## config.mk

```make
export PLATFORM = sky130hd
export DESIGN_NAME = matrix_multiply_engine_unit
export DESIGN_NICKNAME = d
export VERILOG_FILES = /design/src/sv/mme_pkg.sv /design/src/sv/mme_ram.sv /design/src/sv/mme_seq.sv /design/src/sv/mme_mac.sv /design/src/sv/matrix_multiply_engine_unit.sv
export SDC_FILE = /design/constraint.sdc
export NUM_CORES = 2
export LEC_CHECK = 0
export ABC_AREA = 1
export BUFFER_PORTS_ARGS = -buffer_cell sky130_fd_sc_hd__buf_2
export CELL_PAD_IN_SITES_DETAIL_PLACEMENT = 0
export CELL_PAD_IN_SITES_GLOBAL_PLACEMENT = 1
export CORE_ASPECT_RATIO = 1.4
export CORE_UTILIZATION = 56
export CTS_CLUSTER_SIZE = 8
export DETAILED_ROUTE_END_ITERATION = 8
export PLACE_DENSITY = 0.93
export SETUP_SLACK_MARGIN = 0.05
export SYNTH_ARGS = -nofsm -noshare
export SYNTH_HDL_FRONTEND = slang
export SYNTH_SLANG_ARGS = --single-unit
```

## constraint.sdc

```tcl
create_clock -name i_clk -period 11.2 [get_ports i_clk]
set_input_delay 1.68 -clock i_clk [delete_from_list [all_inputs] [get_ports i_clk]]
set_output_delay 1.68 -clock i_clk [all_outputs]
set_load 0.02 [all_outputs]
```

## src/sv/mme_pkg.sv

```systemverilog
// Shared types, constants and helper functions for the matrix multiply engine.
// Depends on nothing; every other file of the block refers to it by scoped names.

package mme_pkg;

    localparam int MAX_DIM = 8;
    localparam int DEPTH   = MAX_DIM * MAX_DIM;

    localparam int IDX_W     = $clog2(MAX_DIM);
    localparam int DIM_W     = $clog2(MAX_DIM + 1);
    localparam int ADDR_W    = $clog2(DEPTH);
    localparam int CNT_W     = $clog2(DEPTH + 1);
    localparam int CFG_W     = 4;
    localparam int CFG_IDX_W = 2;
    localparam int ELEM_W    = 16;
    localparam int PROD_W    = 2 * ELEM_W;
    localparam int SUM_W     = 40;
    localparam int ROW_W     = 3;

    typedef enum logic [CFG_IDX_W-1:0] {
        REG_ROWS_A    = 2'd0,
        REG_INNER_DIM = 2'd1,
        REG_COLS_B    = 2'd2
    } t_cfg_reg;

    typedef enum logic [1:0] {
        ST_LOAD,
        ST_RUN,
        ST_WAIT
    } t_state;

    typedef struct packed {
        logic                     kind;
        logic signed [ELEM_W-1:0] element;
    } t_in_req;

    typedef struct packed {
        logic [ROW_W-1:0]        out_row;
        logic [ROW_W-1:0]        out_col;
        logic signed [SUM_W-1:0] sum_value;
        logic                    last;
    } t_out_res;

    // one multiply-accumulate term as it travels down the datapath
    typedef struct packed {
        logic             valid;
        logic             first;
        logic             last_term;
        logic [ROW_W-1:0] row;
        logic [ROW_W-1:0] col;
        logic             last;
    } t_issue;

    typedef struct packed {
        logic busy;
    } t_mac_status;

    // 0 counts as 1, anything above MAX_DIM counts as MAX_DIM
    function automatic logic [DIM_W-1:0] eff_dim(input logic [CFG_W-1:0] v);
        logic [DIM_W-1:0] r;
        if (v == '0) begin
            r = DIM_W'(1);
        end else if (int'(v) > MAX_DIM) begin
            r = DIM_W'(MAX_DIM);
        end else begin
            r = DIM_W'(v);
        end
        return r;
    endfunction

    function automatic logic [CNT_W-1:0] mat_size(input logic [DIM_W-1:0] a,
                                                  input logic [DIM_W-1:0] b);
        logic [2*DIM_W-1:0] p;
        p = a * b;
        return CNT_W'(p);
    endfunction

endpackage

```

## src/sv/mme_ram.sv

```systemverilog
// Element store: one write port, one read port, registered read data.
// Depends on mme_pkg for depth and element width.

module mme_ram (
    input  logic                             i_clk,
    input  logic                             i_we,
    input  logic [mme_pkg::ADDR_W-1:0]       i_waddr,
    input  logic signed [mme_pkg::ELEM_W-1:0] i_wdata,
    input  logic [mme_pkg::ADDR_W-1:0]       i_raddr,
    output logic signed [mme_pkg::ELEM_W-1:0] o_rdata
);

    logic signed [mme_pkg::ELEM_W-1:0] r_mem [mme_pkg::DEPTH];
    logic signed [mme_pkg::ELEM_W-1:0] r_rdata;

    always_ff @(posedge i_clk) begin
        if (i_we) begin
            r_mem[i_waddr] <= i_wdata;
        end
    end

    always_ff @(posedge i_clk) begin
        r_rdata <= r_mem[i_raddr];
    end

    assign o_rdata = r_rdata;

endmodule

```

## src/sv/mme_seq.sv

```systemverilog
// Controller: configuration registers, load counters and the read sequencer
// that walks (row, col, term) over both element stores. Depends on mme_pkg.

module mme_seq (
    input  logic                           i_clk,
    input  logic                           i_rst_n,
    input  logic                           i_in_valid,
    output logic                           o_in_stall,
    input  mme_pkg::t_in_req               i_in_req,
    input  logic                           i_cfg_valid,
    output logic                           o_cfg_ready,
    input  logic [mme_pkg::CFG_IDX_W-1:0]  i_cfg_index,
    input  logic [mme_pkg::CFG_W-1:0]      i_cfg_data,
    output logic                           o_we_a,
    output logic                           o_we_b,
    output logic [mme_pkg::ADDR_W-1:0]     o_waddr_a,
    output logic [mme_pkg::ADDR_W-1:0]     o_waddr_b,
    output logic [mme_pkg::ADDR_W-1:0]     o_raddr_a,
    output logic [mme_pkg::ADDR_W-1:0]     o_raddr_b,
    output mme_pkg::t_issue                o_issue,
    input  mme_pkg::t_mac_status           i_mac_status
);

    mme_pkg::t_state r_state, n_state;

    logic [mme_pkg::CFG_W-1:0]  r_rows_a, r_inner_dim, r_cols_b;
    logic [mme_pkg::CNT_W-1:0]  r_cnt_a, r_cnt_b, n_cnt_a, n_cnt_b;
    logic [mme_pkg::IDX_W-1:0]  r_i, r_j, r_t, n_i, n_j, n_t;
    logic [mme_pkg::ADDR_W-1:0] r_a_base, r_b_addr, n_a_base, n_b_addr;

    logic [mme_pkg::DIM_W-1:0]  dim_m, dim_k, dim_n;
    logic [mme_pkg::CNT_W-1:0]  size_a, size_b, cnt_a_inc, cnt_b_inc;
    logic                       accept, store_a, store_b, complete;
    logic                       t_end, j_end, i_end;
    logic [mme_pkg::ADDR_W-1:0] a_addr;

    assign dim_m  = mme_pkg::eff_dim(r_rows_a);
    assign dim_k  = mme_pkg::eff_dim(r_inner_dim);
    assign dim_n  = mme_pkg::eff_dim(r_cols_b);
    assign size_a = mme_pkg::mat_size(dim_m, dim_k);
    assign size_b = mme_pkg::mat_size(dim_k, dim_n);

    assign accept  = i_in_valid && !o_in_stall;
    assign store_a = accept && !i_in_req.kind && (r_cnt_a < size_a);
    assign store_b = accept && i_in_req.kind && (r_cnt_b < size_b);

    assign cnt_a_inc = r_cnt_a + mme_pkg::CNT_W'(store_a);
    assign cnt_b_inc = r_cnt_b + mme_pkg::CNT_W'(store_b);
    // checked on every request, stored or dropped
    assign complete  = (cnt_a_inc >= size_a) && (cnt_b_inc >= size_b);

    assign t_end  = mme_pkg::DIM_W'(r_t) == dim_k - mme_pkg::DIM_W'(1);
    assign j_end  = mme_pkg::DIM_W'(r_j) == dim_n - mme_pkg::DIM_W'(1);
    assign i_end  = mme_pkg::DIM_W'(r_i) == dim_m - mme_pkg::DIM_W'(1);
    assign a_addr = r_a_base + mme_pkg::ADDR_W'(r_t);

    // next state
    always_comb begin
        n_state = r_state;
        case (r_state)
            mme_pkg::ST_LOAD: begin
                if (accept && complete) begin
                    n_state = mme_pkg::ST_RUN;
                end
            end
            mme_pkg::ST_RUN: begin
                if (t_end) begin
                    n_state = mme_pkg::ST_WAIT;
                end
            end
            mme_pkg::ST_WAIT: begin
                if (!i_mac_status.busy) begin
                    n_state = (i_end && j_end) ? mme_pkg::ST_LOAD : mme_pkg::ST_RUN;
                end
            end
            default: n_state = mme_pkg::ST_LOAD;
        endcase
    end

    // outputs
    always_comb begin
        o_in_stall        = (r_state != mme_pkg::ST_LOAD);
        o_cfg_ready       = 1'b1;
        o_we_a            = store_a;
        o_we_b            = store_b;
        o_waddr_a         = r_cnt_a[mme_pkg::ADDR_W-1:0];
        o_waddr_b         = r_cnt_b[mme_pkg::ADDR_W-1:0];
        o_raddr_a         = a_addr;
        o_raddr_b         = r_b_addr;
        o_issue.valid     = (r_state == mme_pkg::ST_RUN);
        o_issue.first     = (r_t == '0);
        o_issue.last_term = t_end;
        o_issue.row       = mme_pkg::ROW_W'(r_i);
        o_issue.col       = mme_pkg::ROW_W'(r_j);
        o_issue.last      = i_end && j_end;
    end

    // counters and address walk
    always_comb begin
        n_cnt_a  = r_cnt_a;
        n_cnt_b  = r_cnt_b;
        n_i      = r_i;
        n_j      = r_j;
        n_t      = r_t;
        n_a_base = r_a_base;
        n_b_addr = r_b_addr;
        case (r_state)
            mme_pkg::ST_LOAD: begin
                if (accept) begin
                    n_cnt_a = cnt_a_inc;
                    n_cnt_b = cnt_b_inc;
                    if (complete) begin
                        n_cnt_a  = '0;
                        n_cnt_b  = '0;
                        n_i      = '0;
                        n_j      = '0;
                        n_t      = '0;
                        n_a_base = '0;
                        n_b_addr = '0;
                    end
                end
            end
            mme_pkg::ST_RUN: begin
                if (t_end) begin
                    n_t = '0;
                end else begin
                    n_t      = r_t + mme_pkg::IDX_W'(1);
                    n_b_addr = r_b_addr + mme_pkg::ADDR_W'(dim_n);
                end
            end
            mme_pkg::ST_WAIT: begin
                if (!i_mac_status.busy && !(i_end && j_end)) begin
                    if (j_end) begin
                        n_i      = r_i + mme_pkg::IDX_W'(1);
                        n_j      = '0;
                        n_a_base = r_a_base + mme_pkg::ADDR_W'(dim_k);
                        n_b_addr = '0;
                    end else begin
                        n_j      = r_j + mme_pkg::IDX_W'(1);
                        n_b_addr = mme_pkg::ADDR_W'(r_j) + mme_pkg::ADDR_W'(1);
                    end
                end
            end
            default: begin
                n_cnt_a = r_cnt_a;
            end
        endcase
    end

    always_ff @(posedge i_clk) begin
        if (!i_rst_n) begin
            r_state     <= mme_pkg::ST_LOAD;
            r_cnt_a     <= '0;
            r_cnt_b     <= '0;
            r_rows_a    <= mme_pkg::CFG_W'(8);
            r_inner_dim <= mme_pkg::CFG_W'(8);
            r_cols_b    <= mme_pkg::CFG_W'(8);
        end else begin
            r_state <= n_state;
            r_cnt_a <= n_cnt_a;
            r_cnt_b <= n_cnt_b;
            if (i_cfg_valid && o_cfg_ready) begin
                case (i_cfg_index)
                    mme_pkg::REG_ROWS_A:    r_rows_a    <= i_cfg_data;
                    mme_pkg::REG_INNER_DIM: r_inner_dim <= i_cfg_data;
                    mme_pkg::REG_COLS_B:    r_cols_b    <= i_cfg_data;
                    default:                r_rows_a    <= r_rows_a;
                endcase
            end
        end
    end

    always_ff @(posedge i_clk) begin
        r_i      <= n_i;
        r_j      <= n_j;
        r_t      <= n_t;
        r_a_base <= n_a_base;
        r_b_addr <= n_b_addr;
    end

    a_read_a_in_range: assert property (@(posedge i_clk) disable iff (!i_rst_n)
        (r_state == mme_pkg::ST_RUN) |-> (mme_pkg::CNT_W'(a_addr) < size_a))
        else $error("store A read beyond loaded matrix");

    a_read_b_in_range: assert property (@(posedge i_clk) disable iff (!i_rst_n)
        (r_state == mme_pkg::ST_RUN) |-> (mme_pkg::CNT_W'(r_b_addr) < size_b))
        else $error("store B read beyond loaded matrix");

    a_counts_cleared: assert property (@(posedge i_clk) disable iff (!i_rst_n)
        (r_state != mme_pkg::ST_LOAD) |-> (r_cnt_a == '0 && r_cnt_b == '0))
        else $error("load counters not cleared during compute");

endmodule

```

## src/sv/mme_mac.sv

```systemverilog
// Multiply-accumulate datapath: read data stage, product register, 40-bit
// accumulator, finished-sum hold and output register. Depends on mme_pkg.

module mme_mac (
    input  logic                              i_clk,
    input  logic                              i_rst_n,
    input  mme_pkg::t_issue                   i_issue,
    input  logic signed [mme_pkg::ELEM_W-1:0] i_rdata_a,
    input  logic signed [mme_pkg::ELEM_W-1:0] i_rdata_b,
    output mme_pkg::t_mac_status              o_status,
    output logic                              o_out_valid,
    input  logic                              i_out_stall,
    output mme_pkg::t_out_res                 o_out_res
);

    mme_pkg::t_issue                   r_s1, r_s2;
    logic signed [mme_pkg::PROD_W-1:0] r_prod;
    logic signed [mme_pkg::SUM_W-1:0]  r_acc;
    logic signed [mme_pkg::SUM_W-1:0]  prod_ext;
    logic                              r_done;
    logic [mme_pkg::ROW_W-1:0]         r_fin_row, r_fin_col;
    logic                              r_fin_last;
    logic                              r_out_valid;
    mme_pkg::t_out_res                 r_out;
    logic                              load_out;

    assign prod_ext = mme_pkg::SUM_W'(r_prod);
    assign load_out = r_done && (!r_out_valid || !i_out_stall);

    always_ff @(posedge i_clk) begin
        if (!i_rst_n) begin
            r_s1        <= '0;
            r_s2        <= '0;
            r_done      <= 1'b0;
            r_out_valid <= 1'b0;
        end else begin
            r_s1 <= i_issue;
            r_s2 <= r_s1;
            if (r_s2.valid && r_s2.last_term) begin
                r_done <= 1'b1;
            end else if (load_out) begin
                r_done <= 1'b0;
            end
            if (load_out) begin
                r_out_valid <= 1'b1;
            end else if (!i_out_stall) begin
                r_out_valid <= 1'b0;
            end
        end
    end

    always_ff @(posedge i_clk) begin
        r_prod <= i_rdata_a * i_rdata_b;
        if (r_s2.valid) begin
            r_acc <= r_s2.first ? prod_ext : r_acc + prod_ext;
        end
        if (r_s2.valid && r_s2.last_term) begin
            r_fin_row  <= r_s2.row;
            r_fin_col  <= r_s2.col;
            r_fin_last <= r_s2.last;
        end
        if (load_out) begin
            r_out.out_row   <= r_fin_row;
            r_out.out_col   <= r_fin_col;
            r_out.sum_value <= r_acc;
            r_out.last      <= r_fin_last;
        end
    end

    assign o_status.busy = r_s1.valid || r_s2.valid || r_done;
    assign o_out_valid   = r_out_valid;
    assign o_out_res     = r_out;

    a_no_overwrite: assert property (@(posedge i_clk) disable iff (!i_rst_n)
        (r_s2.valid && r_s2.first) |-> !r_done)
        else $error("new sum started while finished sum still held");

    a_done_follows_last: assert property (@(posedge i_clk) disable iff (!i_rst_n)
        (r_s2.valid && r_s2.last_term) |=> r_done)
        else $error("finished sum not captured");

endmodule

```

## src/sv/matrix_multiply_engine_unit.sv

```systemverilog
// Matrix multiply engine top: C = A * B over two element stores.
// Loading takes one request per cycle. The request that completes both matrices
// is followed by M*N results, each built from K reads of the store pair that
// pass through the read, product and accumulate stages and is then held and
// registered for output. Input is stalled during the whole compute pass.
// Synchronous active-low reset clears counters and sets all dimensions to 8.

module matrix_multiply_engine_unit (
    input  logic                          i_clk,
    input  logic                          i_rst_n,
    input  logic                          i_in_valid,
    output logic                          o_in_stall,
    input  mme_pkg::t_in_req              i_in_req,
    output logic                          o_out_valid,
    input  logic                          i_out_stall,
    output mme_pkg::t_out_res             o_out_res,
    input  logic                          i_cfg_valid,
    output logic                          o_cfg_ready,
    input  logic [mme_pkg::CFG_IDX_W-1:0] i_cfg_index,
    input  logic [mme_pkg::CFG_W-1:0]     i_cfg_data
);

    logic                              we_a, we_b;
    logic [mme_pkg::ADDR_W-1:0]        waddr_a, waddr_b, raddr_a, raddr_b;
    logic signed [mme_pkg::ELEM_W-1:0] rdata_a, rdata_b;
    mme_pkg::t_issue                   issue;
    mme_pkg::t_mac_status              mac_status;

    mme_seq u_seq (
        .i_clk        (i_clk),
        .i_rst_n      (i_rst_n),
        .i_in_valid   (i_in_valid),
        .o_in_stall   (o_in_stall),
        .i_in_req     (i_in_req),
        .i_cfg_valid  (i_cfg_valid),
        .o_cfg_ready  (o_cfg_ready),
        .i_cfg_index  (i_cfg_index),
        .i_cfg_data   (i_cfg_data),
        .o_we_a       (we_a),
        .o_we_b       (we_b),
        .o_waddr_a    (waddr_a),
        .o_waddr_b    (waddr_b),
        .o_raddr_a    (raddr_a),
        .o_raddr_b    (raddr_b),
        .o_issue      (issue),
        .i_mac_status (mac_status)
    );

    mme_ram u_store_a (
        .i_clk   (i_clk),
        .i_we    (we_a),
        .i_waddr (waddr_a),
        .i_wdata (i_in_req.element),
        .i_raddr (raddr_a),
        .o_rdata (rdata_a)
    );

    mme_ram u_store_b (
        .i_clk   (i_clk),
        .i_we    (we_b),
        .i_waddr (waddr_b),
        .i_wdata (i_in_req.element),
        .i_raddr (raddr_b),
        .o_rdata (rdata_b)
    );

    mme_mac u_mac (
        .i_clk       (i_clk),
        .i_rst_n     (i_rst_n),
        .i_issue     (issue),
        .i_rdata_a   (rdata_a),
        .i_rdata_b   (rdata_b),
        .o_status    (mac_status),
        .o_out_valid (o_out_valid),
        .i_out_stall (i_out_stall),
        .o_out_res   (o_out_res)
    );

endmodule

```

==> results by stage <==
Worst setup path:
- Among the stages of the critical path, the cell type that occurs most often is sky130_fd_sc_hd__nand2_1.
- The category of the most critical setup path is flop to flop.
- Among cell families on the critical path, the largest total delay comes from adder cells.
- In this run the worst path has a maximum fanout of 9.
- The largest individual stage delay along the critical path comes from the cell sky130_fd_sc_hd__fa_1.
- The worst setup path is captured at a flop.
- The number of buffers and inverters on the critical path is 4.
- In this design, the stage delay of the slowest critical-path cell is 0.55 ns.
- The data arrival time at the worst-slack endpoint is roughly 7.2 ns.
- The element type at the critical path start is a flop.
- For the worst setup path, the data required time is ~12 ns.

Timing:
- The transition time at the pin with the least slew margin is between 1 and 1.5 ns.
- Headroom to the max-slew limit came out at less than 1%.
- Setup repair after global routing left no endpoint under its margin.
- Summed over all failing endpoints, the final setup total negative slack is 0 ns.
- Setup violations remaining at the end of the flow were counted as 0.
- The final critical path takes up 59.0% of the cycle.
- The final setup slack of the worst path is ~4.6 ns.
- For the finished layout, the period the worst path requires is 6.61 ns.
- For this run, the top clock speed supported by timing is 151 MHz.
- The hold violation count in the final report is 0.
- Across the routed clock network, the largest skew measured is between 0.1 and 0.15 ns.
- The count of pins over their slew limit came to 0.

Floorplan:
- The area of the core is around 180000 um2.
- 78 I/O pins were placed.
- The starting density of the core is 56.4%.
- The number of rows created at floorplan is 186.
- Measured along the x axis, the die boundary spans around 360 um.
- From bottom edge to top edge, the die measures 510 um.
- The die area is 186000 um2.

Global route:
- After global routing the overflow that remains totals 0.
- The first global-routing pass estimated roughly 430 mm of wire.
- Entering global routing, the biggest net connects 231 pins.
- The via count of the first global-routing pass came to approximately 71000.
- The initial antenna violation count came to 7.
- Global routing consumed, over all layers together, 30.9% of the routing resources.

Routing:
- The number of detailed-route iterations in the first pass is 6.
- Once detail routing completed, the nets flagged for antenna violations numbered 0.
- The detailed router placed between 70000 and 80000 vias in this run.
- The average detailed-routed wire length per instance is about 25 um.
- The average vias per placed instance is 6.24.
- The detailed router finished its first iteration with approximately 8700 violations.
- The final layout contains routed wiring with a total length of 289 mm.
- For this run, design rule violations remaining after detail routing come to 0.

Clock tree:
- The maximum clock insertion buffer count is 4.
- In this run the number of H-tree levels came out at 5.
- The tree built by TritonCTS fans out to roughly 2300 sinks.
- The root cell of the clock tree is sky130_fd_sc_hd__clkbuf_16.
- The number of buffers created by CTS is around 340.
- The clock-pin slew of the registers on the worst-case setup and hold paths is 0.05 ns.
- The total setup buffers inserted after CTS is 0.
- The CTS tree is yes.
- The later pin in the worst-skew pair is clocked with a latency of 0.98 ns.
- The number of cells upsized or downsized after cts is 0.
- The number of hold buffers added after CTS is 0.

Yosys:
- Counting flops with an async set or reset pin after synthesis yields a share of 0%.
- The proportion of synthesized chip area in sequential cells is between 60% and 70%.
- After synthesis the cells add up to 103000 um2.
- For this run, the leading register cell type out of synthesis is sky130_fd_sc_hd__edfxtp_1.
- The synthesized design contains 2163 enable-type register cells.
- The Yosys warning count is 0.
- Counting every net in the synthesized netlist gives 9238.
- Synthesis handed over a netlist of 8751 instances.
- Averaged over all synthesized cells, the footprint is around 12 um2.
- Counting distinct cell types in the post-synthesis netlist gives 56.
- In this run, synthesis produced a sequential element count of 2277.

Placed design:
- At the end of routability-driven placement, the weighted congestion stood at 0.921.
- Buffers placed on the I/O ports in this run total 76.
- OpenSTA, run right after detailed placement, puts the worst setup slack at 4.57 ns.
- The post-detailed-placement half-perimeter wirelength is roughly 170 mm.

Final layout:
- Compared with the post-synthesis result, the final layout area differs by 11.5%.
- Measured on the finished design, the core utilization comes to between 60% and 70%.
- The area taken by flip-flops and latches is 67200 um2.
- The layout has 13400 filler cells.
- Summing all multi-input logic gate instances after layout gives 31200 um2.
- The post-layout net count is 9329.
- The ratio of cells with drive above 1 in the final layout is 7.77%.

Flow run:
- The number of maximum-capacitance violations is 1.

Run status:
- The run finished, with violations left.
- The final reports fail on capacitance limit.

Worst hold path:
- The class of the most critical hold timing path is flop to flop.
[metal layers]
| metal | global-route usage, % | wire length, um | share of wire [%] | vias to the layer above |
|---|---|---|---|---|
| li1 | - | - | - | 31000 |
| met1 | 36.7 | 99300 | 34 | 34800 |
| met2 | 51.0 | 141000 | 49 | 4197 |
| met3 | 5.67 | 26200 | 9.1 | 911 |
| met4 | 21.6 | 22000 | 7.6 | 6 |
| met5 | 0 | 37 | 0.013 | - |
[stage by stage]
stage | cells | area, um2 | hold WS (ns)
floorplan | 8751 | 103000 | 0.386
global placement | 10900 | 106000 | 0.387
detailed placement | 10900 | 106000 | 0.393
CTS | 11400 | 115000 | 0.395
global route | 11400 | 115000 | 0.405
finish | 11400 | 115000 | 0.394
[cells in the mapped netlist, types with 114 or more instances]
cell                       instances  area, um2
sky130_fd_sc_hd__fa_1            274       5490
sky130_fd_sc_hd__ha_1            185       2310
sky130_fd_sc_hd__o211ai_1        151       1130
sky130_fd_sc_hd__o22ai_1         278       1740
sky130_fd_sc_hd__clkbuf_1        335       1260
sky130_fd_sc_hd__inv_1           715       2680
sky130_fd_sc_hd__o21ai_0         942       4710
sky130_fd_sc_hd__nor2_1         1736       6520
sky130_fd_sc_hd__dfxtp_1         114       2280
sky130_fd_sc_hd__edfxtp_1       2163      65000
sky130_fd_sc_hd__buf_2           144        721
sky130_fd_sc_hd__nand2_1         793       2980
sky130_fd_sc_hd__nand3_1         160        801
sky130_fd_sc_hd__a21oi_1         141        706
sky130_fd_sc_hd__o32ai_1         261       2290
[cells in the final DEF (no fill, tap or decap), drive strengths merged, types with 32 or more instances in the layout]
master	instances
o32ai	261
or2	39
inv	725
clkbuf	415
o211ai	151
dfxtp	114
o21ai	964
ha	185
fa	274
o22ai	278
a31oi	32
xor2	49
nand2	800
nand3	161
edfxtp	2163
o221ai	35
nor2	1737
a21oi	144
buf	263
[worst paths after layout]
path / start / end / slack [ns] / depth (start not counted)
worst max-delay path: u_seq.r_inner_dim[3] / u_seq.o_raddr_b[1] / 4.59 / 29
worst max register to register: u_seq.r_inner_dim[3] / u_seq.o_raddr_b[1] / 4.59 / 29
worst min register to register: u_mac.r_s1[2] / u_mac.r_s2[2] / 0.39 / 2
worst min-delay path: u_mac.r_s1[2] / u_mac.r_s2[2] / 0.39 / 2
[final cells by class]
cell class | count | area share [%]
timing repair buffer | 263 | 1.67
antenna | 3 | 0.00652
clock inverter | 11 | 0.100
multi-input combinational | 5244 | 27.1
tap | 2444 | 2.66
clock buffer | 415 | 7.65
sequential | 2277 | 58.4
inverter | 721 | 2.37
[kinds of logic (layout without fill, tap and decap cells)]
group / Yosys count / in the layout / synth area share [%]
buffers and inverters: 1230 / 1410 / 4.73
AOI/OAI and AO/OA: 1912 / 1912 / 11.2
adders and majority gates: 459 / 459 / 7.56
muxes: 3 / 3 / 0.0291
other: 1 / 4 / 0.00363
xor gates and xnor gates: 77 / 77 / 0.661
DFF: 2277 / 2277 / 65.1
and+or+nand+nor: 2792 / 2792 / 10.6
[worst reg2reg max path, delay by kind of cell, from the launching register on]
family	cells	cell delay [ns]
compound gates	5	0.59
buf+inv	4	0.53
flops	1	0.38
simple gates	11	1.84
xor+xnor	2	0.39
fa+ha+maj	7	2.53
[sequential cells by signal (all words and copies together) (netlist names), 7 cells and up]
| register | flops |
|---|---|
| u_mac.o_out_res | 47 |
| u_mac.r_acc | 40 |
| u_mac.r_prod | 32 |
| u_mac.r_s1 | 10 |
| u_mac.r_s2 | 10 |
| u_seq.r_cnt_a | 7 |
| u_seq.r_cnt_b | 7 |
| u_store_a.o_rdata | 16 |
| u_store_a.r_mem | 1024 |
| u_store_b.o_rdata | 16 |
| u_store_b.r_mem | 1024 |
Power is left out: the tool's default activity adds up to more than one toggle a clock period on the data nets, which glitch-free logic cannot reach.
